--- config.mk ---
export PLATFORM = sky130hd
export DESIGN_NAME = multi_led_blink_pattern_generator_unit
export DESIGN_NICKNAME = d
export VERILOG_FILES = /design/src/hw/rtl/mlbpg_pkg.sv /design/src/hw/rtl/mlbpg_datapath.sv /design/src/hw/rtl/mlbpg_controller.sv /design/src/hw/rtl/multi_led_blink_pattern_generator_unit.sv
export SDC_FILE = /design/constraint.sdc
export NUM_CORES = 1
export LEC_CHECK = 0
export BUFFER_PORTS_ARGS = -buffer_cell sky130_fd_sc_hd__buf_2
export CORE_MARGIN = 3
export CORE_UTILIZATION = 50
export CTS_CLUSTER_DIAMETER = 30
export CTS_CLUSTER_SIZE = 40
export DETAILED_ROUTE_END_ITERATION = 10
export PLACE_DENSITY = 0.66
export SYNTH_ARGS = -nofsm -noshare
export SYNTH_HDL_FRONTEND = slang
export SYNTH_SLANG_ARGS = --single-unit
--- constraint.sdc ---
create_clock -name clock -period 7.7 [get_ports clock]
set_clock_uncertainty 0.2 [all_clocks]
set_input_delay 0.385 -clock clock [delete_from_list [all_inputs] [get_ports clock]]
set_output_delay 0.385 -clock clock [all_outputs]
set_load 0.01 [all_outputs]
--- src/hw/rtl/mlbpg_pkg.sv ---
// ----------------------------------------------------------------------------
// mlbpg_pkg
// Shared widths, constants and the command and status bundles that pass
// between the blink generator controller and its datapath.
// ----------------------------------------------------------------------------
package mlbpg_pkg;

   localparam int PERIOD_W = 16;
   localparam int DELAY_W  = 16;
   localparam int MODE_W   = 5;
   localparam int COUNT_W  = 17;
   localparam int HALF_W   = 16;
   localparam int LEVEL_W  = 4;
   localparam int IDXIN_W  = 2;

   // two times the largest blink count fits in this many bits
   localparam int DIVISOR_W = 5;

   localparam int DIV_STEPS  = PERIOD_W;
   localparam int DIV_CNT_W  = $clog2(DIV_STEPS);

   localparam logic [PERIOD_W-1:0] PERIOD_RESET = 16'd1000;

   localparam logic ACTION_TICK = 1'b0;
   localparam logic ACTION_SET  = 1'b1;

   localparam logic signed [MODE_W-1:0] MODE_OFF = 5'sd0;
   localparam logic signed [MODE_W-1:0] MODE_ON  = -5'sd1;

   typedef struct packed {
      logic load_item;
      logic walk_step;
      logic div_start;
      logic div_step;
      logic set_write;
      logic load_rsp;
   } mlbpg_cmd_type;

   typedef struct packed {
      logic is_tick;
      logic in_range;
      logic blink;
   } mlbpg_status_type;

endpackage

--- src/hw/rtl/mlbpg_datapath.sv ---
// ----------------------------------------------------------------------------
// mlbpg_datapath
// Per-LED state, the burst walk of one LED per step, the serial divider for
// the half-step and the result register.
// ----------------------------------------------------------------------------
module mlbpg_datapath
   import mlbpg_pkg::*;
#(
   parameter int LED_COUNT = 4,
   parameter int IDX_W     = (LED_COUNT > 1) ? $clog2(LED_COUNT) : 1
) (
   input  logic                       clock,
   input  logic                       reset,
   input  mlbpg_cmd_type              cmd,
   input  logic [IDX_W-1:0]           walk_idx,
   output mlbpg_status_type           status,
   input  logic                       req_action,
   input  logic [IDXIN_W-1:0]         req_led_index,
   input  logic signed [MODE_W-1:0]   req_blink_mode,
   input  logic [DELAY_W-1:0]         req_start_delay,
   input  logic                       csr_write_enable,
   input  logic [PERIOD_W-1:0]        csr_write_data,
   output logic [LEVEL_W-1:0]         rsp_led_levels
);

   logic                      action_ff;
   logic [IDXIN_W-1:0]        index_ff;
   logic signed [MODE_W-1:0]  mode_ff;
   logic [DELAY_W-1:0]        delay_ff;

   logic [PERIOD_W-1:0]       period_ff, period_in;
   logic [LED_COUNT-1:0]      level_ff, level_in;
   logic [LED_COUNT-1:0]      blink_ff, blink_in;
   logic [COUNT_W-1:0]        count_ff [LED_COUNT];
   logic [COUNT_W-1:0]        count_in [LED_COUNT];
   logic [HALF_W-1:0]         phase_ff [LED_COUNT];
   logic [HALF_W-1:0]         phase_in [LED_COUNT];
   logic [HALF_W-1:0]         half_ff  [LED_COUNT];
   logic [HALF_W-1:0]         half_in  [LED_COUNT];
   logic [DELAY_W-1:0]        dly_ff   [LED_COUNT];
   logic [DELAY_W-1:0]        dly_in   [LED_COUNT];

   logic [PERIOD_W-1:0]       quot_ff, quot_in;
   logic [DIVISOR_W-1:0]      rem_ff, rem_in;
   logic [DIVISOR_W-1:0]      divisor_ff, divisor_in;
   logic [LEVEL_W-1:0]        levels_ff, levels_in;

   logic [COUNT_W-1:0]        cur_count;
   logic [HALF_W-1:0]         cur_phase;
   logic [HALF_W-1:0]         cur_half;
   logic [DELAY_W-1:0]        cur_delay;
   logic [COUNT_W-1:0]        restart_point;
   logic [COUNT_W-1:0]        phase_next;
   logic                      in_window;
   logic                      restart;
   logic [DIVISOR_W:0]        trial;
   logic                      trial_ge;
   logic [IDX_W-1:0]          set_idx;
   logic [HALF_W-1:0]         half_new;

   assign status.is_tick  = (action_ff == ACTION_TICK);
   assign status.in_range = ({30'd0, index_ff} < 32'(LED_COUNT));
   assign status.blink    = !mode_ff[MODE_W-1] && (mode_ff != MODE_OFF);

   assign set_idx  = IDX_W'(index_ff);
   assign half_new = (quot_ff == '0) ? HALF_W'(1) : quot_ff;

   assign cur_count = count_ff[walk_idx];
   assign cur_phase = phase_ff[walk_idx];
   assign cur_half  = half_ff[walk_idx];
   assign cur_delay = dly_ff[walk_idx];

   assign restart_point = {1'b0, period_ff} + {2'b00, period_ff[PERIOD_W-1:1]};
   assign in_window = (cur_count > {1'b0, cur_delay}) && (cur_count < {1'b0, period_ff});
   assign restart   = (cur_count >= restart_point);
   assign phase_next = {1'b0, cur_phase} + COUNT_W'(1);

   assign trial    = {rem_ff, quot_ff[PERIOD_W-1]};
   assign trial_ge = (trial >= {1'b0, divisor_ff});

   always_comb begin
      period_in  = period_ff;
      level_in   = level_ff;
      blink_in   = blink_ff;
      count_in   = count_ff;
      phase_in   = phase_ff;
      half_in    = half_ff;
      dly_in     = dly_ff;
      quot_in    = quot_ff;
      rem_in     = rem_ff;
      divisor_in = divisor_ff;
      levels_in  = levels_ff;

      if (csr_write_enable) begin
         period_in = csr_write_data;
      end

      if (cmd.walk_step && blink_ff[walk_idx]) begin
         if (restart && !in_window) begin
            count_in[walk_idx] = '0;
            phase_in[walk_idx] = '0;
         end else begin
            if (in_window) begin
               if (cur_phase == '0) begin
                  level_in[walk_idx] = !level_ff[walk_idx];
               end
            end else begin
               level_in[walk_idx] = 1'b0;
            end
            count_in[walk_idx] = cur_count + COUNT_W'(1);
            phase_in[walk_idx] = (phase_next == {1'b0, cur_half}) ? '0
                                                                  : phase_next[HALF_W-1:0];
         end
      end

      if (cmd.div_start) begin
         quot_in    = period_ff;
         rem_in     = '0;
         divisor_in = {mode_ff[DIVISOR_W-2:0], 1'b0};
      end else if (cmd.div_step) begin
         quot_in = {quot_ff[PERIOD_W-2:0], trial_ge};
         rem_in  = trial_ge ? DIVISOR_W'(trial - {1'b0, divisor_ff}) : trial[DIVISOR_W-1:0];
      end

      if (cmd.set_write) begin
         blink_in[set_idx] = status.blink;
         dly_in[set_idx]   = delay_ff;
         count_in[set_idx] = '0;
         phase_in[set_idx] = '0;
         if (mode_ff == MODE_OFF) begin
            level_in[set_idx] = 1'b0;
         end else if (mode_ff == MODE_ON) begin
            level_in[set_idx] = 1'b1;
         end
         if (status.blink) begin
            half_in[set_idx] = half_new;
         end
      end

      if (cmd.load_rsp) begin
         levels_in = LEVEL_W'(level_ff);
      end
   end

   always_ff @(posedge clock) begin
      if (reset) begin
         period_ff <= PERIOD_RESET;
         level_ff  <= '0;
         blink_ff  <= '0;
      end else begin
         period_ff <= period_in;
         level_ff  <= level_in;
         blink_ff  <= blink_in;
      end
   end

   always_ff @(posedge clock) begin
      if (cmd.load_item) begin
         action_ff <= req_action;
         index_ff  <= req_led_index;
         mode_ff   <= req_blink_mode;
         delay_ff  <= req_start_delay;
      end
      count_ff   <= count_in;
      phase_ff   <= phase_in;
      half_ff    <= half_in;
      dly_ff     <= dly_in;
      quot_ff    <= quot_in;
      rem_ff     <= rem_in;
      divisor_ff <= divisor_in;
      levels_ff  <= levels_in;
   end

   assign rsp_led_levels = levels_ff;

endmodule

--- src/hw/rtl/mlbpg_controller.sv ---
// ----------------------------------------------------------------------------
// mlbpg_controller
// Sequencer: takes one item, walks the LEDs for a tick or runs the divider
// for a set to blinking, then hands the levels to the result register.
// ----------------------------------------------------------------------------
module mlbpg_controller
   import mlbpg_pkg::*;
#(
   parameter int LED_COUNT = 4,
   parameter int IDX_W     = (LED_COUNT > 1) ? $clog2(LED_COUNT) : 1
) (
   input  logic              clock,
   input  logic              reset,
   input  logic              req_valid,
   output logic              req_stall,
   output logic              rsp_valid,
   input  logic              rsp_stall,
   input  mlbpg_status_type  status,
   output mlbpg_cmd_type     cmd,
   output logic [IDX_W-1:0]  walk_idx
);

   typedef enum logic [2:0] {
      IDLE,
      DECODE,
      WALK,
      DIVIDE,
      WRITE,
      FINISH
   } state_type;

   state_type            state_ff, state_in;
   logic [IDX_W-1:0]     walk_ff, walk_in;
   logic [DIV_CNT_W-1:0] div_ff, div_in;
   logic                 rsp_valid_ff, rsp_valid_in;
   logic                 out_free;

   assign out_free  = !rsp_valid_ff || !rsp_stall;
   assign req_stall = (state_ff != IDLE);
   assign rsp_valid = rsp_valid_ff;
   assign walk_idx  = walk_ff;

   always_comb begin
      state_in     = state_ff;
      walk_in      = walk_ff;
      div_in       = div_ff;
      rsp_valid_in = rsp_valid_ff && rsp_stall;
      cmd          = '0;

      case (state_ff)
         IDLE: begin
            if (req_valid) begin
               cmd.load_item = 1'b1;
               state_in      = DECODE;
            end
         end
         DECODE: begin
            walk_in = '0;
            div_in  = '0;
            if (status.is_tick) begin
               state_in = WALK;
            end else if (status.in_range && status.blink) begin
               cmd.div_start = 1'b1;
               state_in      = DIVIDE;
            end else begin
               cmd.set_write = status.in_range;
               state_in      = FINISH;
            end
         end
         WALK: begin
            cmd.walk_step = 1'b1;
            if (walk_ff == IDX_W'(LED_COUNT - 1)) begin
               state_in = FINISH;
            end else begin
               walk_in = walk_ff + IDX_W'(1);
            end
         end
         DIVIDE: begin
            cmd.div_step = 1'b1;
            div_in       = div_ff + DIV_CNT_W'(1);
            if (div_ff == DIV_CNT_W'(DIV_STEPS - 1)) begin
               state_in = WRITE;
            end
         end
         WRITE: begin
            cmd.set_write = 1'b1;
            state_in      = FINISH;
         end
         FINISH: begin
            if (out_free) begin
               cmd.load_rsp = 1'b1;
               rsp_valid_in = 1'b1;
               state_in     = IDLE;
            end
         end
         default: begin
            state_in = IDLE;
         end
      endcase
   end

   always_ff @(posedge clock) begin
      if (reset) begin
         state_ff     <= IDLE;
         walk_ff      <= '0;
         div_ff       <= '0;
         rsp_valid_ff <= 1'b0;
      end else begin
         state_ff     <= state_in;
         walk_ff      <= walk_in;
         div_ff       <= div_in;
         rsp_valid_ff <= rsp_valid_in;
      end
   end

endmodule

--- src/hw/rtl/multi_led_blink_pattern_generator_unit.sv ---
// ----------------------------------------------------------------------------
// multi_led_blink_pattern_generator_unit
// Bank of LEDs, each off, always on, or blinking a set number of times per
// burst window.
//
// Input channel req_*: one transfer is either a tick (req_action low) or a
// set of one LED's mode and start delay (req_action high). Every transfer
// yields exactly one transfer on rsp_* carrying all LED levels.
// csr_write_data sets the tick period; write it only while the block idles.
//
// Work per item, from the accepted item to the result register:
//   tick:                 one LED per cycle through the walk
//   set to blinking:      the 16-step serial half-step divider, then the write
//   set off, on or other: decode writes the LED directly if its index is in range
// A new item is taken the cycle after the result is loaded.
// The result register holds while rsp_stall is high; the next item is still
// taken and worked, and waits for the register before it is delivered.
// Reset (synchronous) clears all levels and modes and sets the period to 1000.
// ----------------------------------------------------------------------------
module multi_led_blink_pattern_generator_unit
   import mlbpg_pkg::*;
#(
   parameter int LED_COUNT = 4
) (
   input  logic                      clock,
   input  logic                      reset,
   input  logic                      req_valid,
   output logic                      req_stall,
   input  logic                      req_action,
   input  logic [IDXIN_W-1:0]        req_led_index,
   input  logic signed [MODE_W-1:0]  req_blink_mode,
   input  logic [DELAY_W-1:0]        req_start_delay,
   output logic                      rsp_valid,
   input  logic                      rsp_stall,
   output logic [LEVEL_W-1:0]        rsp_led_levels,
   input  logic                      csr_write_enable,
   input  logic [PERIOD_W-1:0]       csr_write_data
);

   localparam int IDX_W = (LED_COUNT > 1) ? $clog2(LED_COUNT) : 1;

   mlbpg_cmd_type    cmd;
   mlbpg_status_type status;
   logic [IDX_W-1:0] walk_idx;

   mlbpg_controller #(
      .LED_COUNT (LED_COUNT),
      .IDX_W     (IDX_W)
   ) u_controller (
      .clock     (clock),
      .reset     (reset),
      .req_valid (req_valid),
      .req_stall (req_stall),
      .rsp_valid (rsp_valid),
      .rsp_stall (rsp_stall),
      .status    (status),
      .cmd       (cmd),
      .walk_idx  (walk_idx)
   );

   mlbpg_datapath #(
      .LED_COUNT (LED_COUNT),
      .IDX_W     (IDX_W)
   ) u_datapath (
      .clock            (clock),
      .reset            (reset),
      .cmd              (cmd),
      .walk_idx         (walk_idx),
      .status           (status),
      .req_action       (req_action),
      .req_led_index    (req_led_index),
      .req_blink_mode   (req_blink_mode),
      .req_start_delay  (req_start_delay),
      .csr_write_enable (csr_write_enable),
      .csr_write_data   (csr_write_data),
      .rsp_led_levels   (rsp_led_levels)
   );

endmodule

==> results of run 1 <==
-- metrics by stage --
| step | utilization | power [mW] | setup WS, ns | hold slack (ns) |
|---|---|---|---|---|
| floorplan | - | 2.72 | 2.91 | 0.217 |
| global placement | 0.523 | 2.88 | 2.15 | 0.229 |
| detailed placement | 0.523 | 2.90 | 2.08 | 0.236 |
| CTS | 0.616 | 6.20 | 2.00 | 0.0712 |
| global route | 0.616 | 6.37 | 1.46 | 0.111 |
| finish | 0.616 | 6.15 | 1.93 | 0.0946 |
-- layout make-up --
class | count | area (sq um)
Clock buffer | 84 | 1910
Clock inverter | 51 | 694
Fill cell | 2589 | 12500
Inverter | 60 | 225
Multi-Input combinational cell | 929 | 7220
Sequential cell | 347 | 8720
Tap cell | 442 | 553
Timing Repair Buffer | 105 | 766
-- critical path, cell delays in order (launching register included) --
cell	delay (ns)
dfxtp_1	0.36
ha_1	0.24
fa_1	0.41
a21o_1	0.17
a21oi_1	0.21
o21bai_1	0.10
a2111oi_0	0.59
o311ai_0	0.30
a31o_2	0.30
a21oi_1	0.17
xnor2_1	0.14
ha_1	0.26
a21o_1	0.17
a21o_1	0.19
a221oi_1	0.35
a22o_2	0.30
buf_4	0.59
o211ai_1	0.30
o211a_1	0.28
-- state kept, by name, indices dropped and copies added, names as in the netlist --
signal                     flops
u_datapath.count_ff           68
u_datapath.dly_ff             64
u_datapath.half_ff            64
u_datapath.phase_ff           64
u_datapath.delay_ff           16
u_datapath.period_ff          16
u_datapath.quot_ff            16
u_datapath.mode_ff             5
u_datapath.rem_ff              5
u_controller.div_ff            4
u_datapath.blink_ff            4
u_datapath.divisor_ff          4
u_datapath.level_ff            4
u_datapath.rsp_led_levels      4
u_controller.state_ff          3
u_controller.walk_idx          2
u_datapath.index_ff            2
u_controller.rsp_valid         1
u_datapath.action_ff           1
-- synthesized netlist by cell type (11+ instances only) --
| cell | number |
|---|---|
| a21o_1 | 17 |
| a21oi_1 | 76 |
| a32oi_1 | 32 |
| and2_1 | 11 |
| and3_1 | 14 |
| buf_2 | 11 |
| clkbuf_1 | 57 |
| dfxtp_1 | 171 |
| edfxtp_1 | 176 |
| ha_1 | 77 |
| inv_1 | 60 |
| mux2i_1 | 16 |
| mux4_2 | 59 |
| nand2_1 | 164 |
| nand3_1 | 47 |
| nor2_1 | 93 |
| nor3_1 | 13 |
| o21ai_0 | 60 |
| o21ai_1 | 25 |
| o21ai_2 | 15 |
| or3b_1 | 12 |
| xnor2_1 | 35 |
| xor2_1 | 19 |
-- metal layers --
metal  GRT usage  up-vias  part of all wire
li1            -     5492                 -
met1       0.286     5709              0.42
met2       0.395      326              0.50
met3      0.0450       76             0.053
met4      0.0854        0             0.025
met5           0        -                 0
-- power by group through the flow --
stage / sequential (mW) / combinational, mW / clock (mW)
6_report: 2.24 / 0.642 / 3.27
5_1_grt: 2.26 / 0.719 / 3.40
4_1_cts: 2.24 / 0.646 / 3.31
3_5_place_dp: 2.27 / 0.624 / 0
3_3_place_gp: 2.27 / 0.613 / 0
2_1_floorplan: 2.20 / 0.516 / 0
-- how the worst max path moves through the flow --
stage	cells past startpoint	end	slack (ns)	from
after global routing	18	u_datapath.level_ff[0]	1.46	u_datapath.period_ff[1]
after detailed placement	18	u_datapath.level_ff[2]	2.08	u_datapath.period_ff[1]
after CTS	18	u_datapath.level_ff[2]	2.00	u_datapath.period_ff[1]
after floorplan	21	u_datapath.count_ff[66]	2.91	u_controller.walk_idx[0]
after global placement	18	u_datapath.level_ff[0]	2.15	u_datapath.period_ff[1]
final	18	u_datapath.level_ff[2]	1.93	u_datapath.period_ff[1]
-- kinds of logic (layout without fill, tap and decap cells) --
family | Yosys count | in the layout | share of synthesized area
and+or+nand+nor | 421 | 421 | 0.124
DFF | 347 | 347 | 0.524
AOI/OAI and AO/OA | 286 | 286 | 0.111
buffers and inverters | 149 | 300 | 0.0414
muxes | 83 | 83 | 0.102
adders and majority gates | 79 | 79 | 0.0604
xor gates and xnor gates | 60 | 60 | 0.0367
-- timing repair --
action / CTS / global route
endpoints found under the hold margin: 42 / 0
buffers inserted: 0 / 0
hold buffers: 41 / 0
==> metrics.yaml, run 1 <==
floorplanning:
  dieArea_sq_um: 35400
  ios: 51
  core_area_sq_um: 32600
  rows: 66
  die_w_um: 188
  initial_core_util: 0.509
  die_height_um: 188
placement:
  gp_congestion: 0.877
  dpl.cell_count: 1842
  hpwl_mm: 24.9
  port_buffers: 50
  dpl-instance-area_sq_um: 17100
timing:
  maxSlewHeadroom: 0.138
  period_share: 0.750
  tns_ns: 0
  slew_viol_final: 0
  final-setup-viol-count: 0
  min_period_ns: 5.77
  rsz0062_at_grt: "no"
  clock.fmax_mhz: 173
  worst_pin_slew_ns: 1.29
  hold_viol: 0
yosys:
  synth_ff_type: "edfxtp_1"
  synth_top_area_frac: 0.318
  syn-instance-count: 1425
  ys.warnings.count: 0
  syn_area_sq_um: 16600
  async_reset_ff_frac: 0
  synth-seq-cells: 347
  syn_avg_cell_area_sq_um: 11.7
  synth.largest_area_cell: "edfxtp_1"
  seq_area_frac_synth: 0.524
  synth_edf_count: 176
  ys_types: 75
  synth_fp_nets: 1549
  synth_area_leaders: "edfxtp_1 32%, dfxtp_1 21%, mux4_2 8.0%"
detailed_routing:
  drtAntennaViolNets: 0
  drt-total-wl_mm: 40.1
  wl_per_cell_um: 19.9
  drc: 0
  vias: 11600
  drt-pass1-iter-count: 5
  routed_via_density: 5.75
  dr.first_iter.drc_count: 1005
power:
  p_switching_mw: 1.54
  power_frac_comb: 0.104
  vdd.ir_drop.worst_uv: 239
  internal_power_mw: 4.61
  power_leakage_nw: 7.70
  powerDensity_nw_per_um2: 306
  power_frac_clock: 0.531
  seqPwrFrac: 0.364
  switching_share: 0.250
final_layout:
  layout.cells.most_common_list: "176 x edfxtp_1, 169 x dfxtp_1, 164 x nand2_1, 93 x nor2_1, 77 x ha_1"
  drive_gt1_frac: 0.180
  fin_cells: 2018
  layout_commonest_cell: "edfxtp_1"
  final_area_sq_um: 20100
  layout.nets: 1640
  syn_to_final_growth_pct: 20.9
  n_antenna_cell: 0
cts:
  htree_levels: 3
  post_cts_resized: 0
  worstSkewPairLatency_ns: 0.59
  clock-sinks: 347
  path_clk_slew_ns: 0.05
  cts_made_buffers: 73
  cts_tree: "done"
  clockBufferDepth: 3
  cts-root-buf: "clkbuf_16"
worst_setup_path:
  worst_setup_path_start_kind: "flip-flop"
  critPathArrivalTime_ns: 6.04
  worstPathMaxFanout: 70
  r2r_start: "u_datapath.period_ff[1]"
  timing.rr.end: "u_datapath.level_ff[2]"
  reg2reg_depth: 18
  end_kind: "flip-flop"
  rrSetupSlack_ns: 1.93
  required_ns: 7.97
  criticalPathCategory: "flip-flop to flip-flop"
global_route:
  grt_max_degree: 71
  overflow: 0
  grt_pass1_vias: 12200
  grt_usage: 0.229
  grt_pass1_wl_mm: 64.4
  antenna_found_initial: 0
outcome:
  status: "completed"
flow_run:
  cap_violations: 0
worst_hold_path:
  min_to: "u_controller.state_ff[1]"
  min_path_type: "primary input to flip-flop"
  hold_start: "reset"
  whs_path_depth: 2
No activity file was read; power rests on OpenSTA's default activity.
==> run 2, diff against run 1 <==
- PLACE_DENSITY: 0.66 -> 0.69
- clock period: 7.7 -> 5.08 ns (I/O delays scaled with it)
==> metrics.yaml, run 2 (synthesis results as in run 1) <==
timing:
  tns_ns: 0
  final-setup-viol-count: 0
  rsz0062_at_grt: "no"
  setup_slack_ns: 0.271
  period_share: 0.947
  maxSlewHeadroom: 0.233
  slew_viol_final: 0
  min_period_ns: 4.81
  clock.fmax_mhz: 208
  hold_viol: 0
  worst_pin_slew_ns: 1.15
global_route:
  grt_pass1_vias: 12400
  grt_usage: 0.235
  overflow: 0
  antenna_found_initial: 0
  grt_max_degree: 46
  grt_pass1_wl_mm: 66.2
cts:
  clockBufferDepth: 3
  worstSkewPairLatency_ns: 0.58
  cts-root-buf: "clkbuf_16"
  clock-sinks: 347
  cts_tree: "done"
  htree_levels: 3
  cts_made_buffers: 77
  path_clk_slew_ns: 0.05
final_layout:
  seqCellArea_sq_um: 8720
  n_antenna_cell: 0
  syn_to_final_growth_pct: 24.0
  drive_gt1_frac: 0.197
  layout.cells.most_common_list: "176 x edfxtp_1, 169 x dfxtp_1, 164 x nand2_1, 93 x nor2_1, 83 x clkbuf_16"
  layout_commonest_cell: "edfxtp_1"
  layout.nets: 1679
  regMostFlops: "u_datapath.count_ff"
  largest_register_ffs: 68
  fillers: 2467
  multiInputGateArea_sq_um: 7250
worst_setup_path:
  worst_setup_path_start_kind: "flip-flop"
  worstPathMaxFanout: 23
  cp_slowest_cell: "fa_1"
  end_kind: "flip-flop"
  critPathMaxStageDelay_ns: 0.42
  critPathArrivalTime_ns: 5.11
  required_ns: 5.38
  worstPathCellList: "ha_1, fa_1, a21o_1, a21oi_2, o21bai_1, a2111oi_4, nor2_1, a21o_1, a21oi_1, xor2_1, ha_1, and3_1, a211oi_1, o21ai_0, a221oi_2, a22o_2, buf_12, or3b_1, a21oi_1"
  criticalPathCategory: "flip-flop to flip-flop"
detailed_routing:
  wl_per_cell_um: 20.0
  drt-total-wl_mm: 41.3
  drc: 0
  vias: 12000
  wl_met1_mm: 16.9
  drtAntennaViolNets: 0
  met3_length_mm: 2.57
  routed_via_density: 5.80
  dr.first_iter.drc_count: 880
  drt-pass1-iter-count: 6
  top_layer: "met4"
  wl_met2_mm: 20.3
floorplanning:
  die_height_um: 188
  rows: 66
  die_w_um: 188
  dieArea_sq_um: 35400
  ios: 51
  initial_core_util: 0.509
  core_area_sq_um: 32600
worst_hold_path:
  min_path_type: "primary input to flip-flop"
power:
  vdd.ir_drop.worst_uv: 492
  power_leakage_nw: 7.94
  powerDensity_nw_per_um2: 463
placement:
  gp_congestion: 0.870
  port_buffers: 50
  hpwl_mm: 25.3
  detailedPlace.worstSlack_ns: 0.0214
flow_run:
  cap_violations: 0
outcome:
  status: "completed"
-- run 2: cell types whose count changed in the layout (fill, tap and decap cells not counted), moves of 3 or more --
cell,before,now
buf_4,14,30
inv_16,3,0
clkbuf_16,74,83
clkinvlp_4,7,13
inv_6,1,4
buf_12,0,3
clkinv_1,9,4
dlygate4sd3_1,41,56
-- run 2: worst paths after layout --
kind / from / end / slack, ns / depth (start not counted)
worst max register to register: u_datapath.period_ff[0] / u_datapath.count_ff[29] / 0.27 / 19
worst max-delay path: u_datapath.period_ff[0] / u_datapath.count_ff[29] / 0.27 / 19
worst min-delay path: csr_write_enable / u_datapath.period_ff[9] / 0.03 / 3
worst min register to register: u_datapath.phase_ff[57] / u_datapath.phase_ff[57] / 0.24 / 2
-- run 2: repair_timing --
item,in CTS,in global routing
gates cloned,0,1
pin swaps,0,1
resized for setup,2,6
hold endpoints to repair,57,0
setup endpoints to repair,105,134
hold buffers,56,0
setup buffers,0,1
-- run 2: per-stage QoR --
stage	total power [mW]	utilization	hold slack, ns	std cells	cell area (sq um)
3_5_place_dp	4.41	0.529	0.232	1860	17200
5_1_grt	9.91	0.632	0.0549	2062	20600
6_report	9.55	0.632	0.0337	2062	20600
3_3_place_gp	4.38	0.529	0.228	1860	17200
2_1_floorplan	4.12	-	0.153	1425	16600
4_1_cts	9.60	0.630	0.00577	2060	20500
-- run 2: metal layers --
layer / GRT usage / vias up
met5: 0 / -
met4: 0.104 / 0
met3: 0.0448 / 110
met2: 0.396 / 455
met1: 0.298 / 5819
li1: - / 5578
-- run 2: worst max-delay path, delay by kind of cell, from the launching register on --
family                     cells  cell delay [ns]
and+or+nand+nor                3             0.66
xor gates and xnor gates       1             0.17
DFF                            1             0.32
AOI/OAI and AO/OA             11             2.28
buffers and inverters          1             0.17
adders and majority gates      3             0.90
-- run 2: area by class of cell --
| cell class | count | area share |
|---|---|---|
| clock inverters | 49 | 0.0288 |
| repair buffers | 140 | 0.0544 |
| well taps | 442 | 0.0268 |
| flip-flops and latches | 347 | 0.423 |
| clock buffers | 95 | 0.104 |
| multi-input cells | 929 | 0.352 |
| inverters | 60 | 0.0109 |
-- run 2: where the power goes --
part | internal, mW | switching, mW
registers | 3.22 | 0.175
clock network | 3.55 | 1.58
logic | 0.414 | 0.604
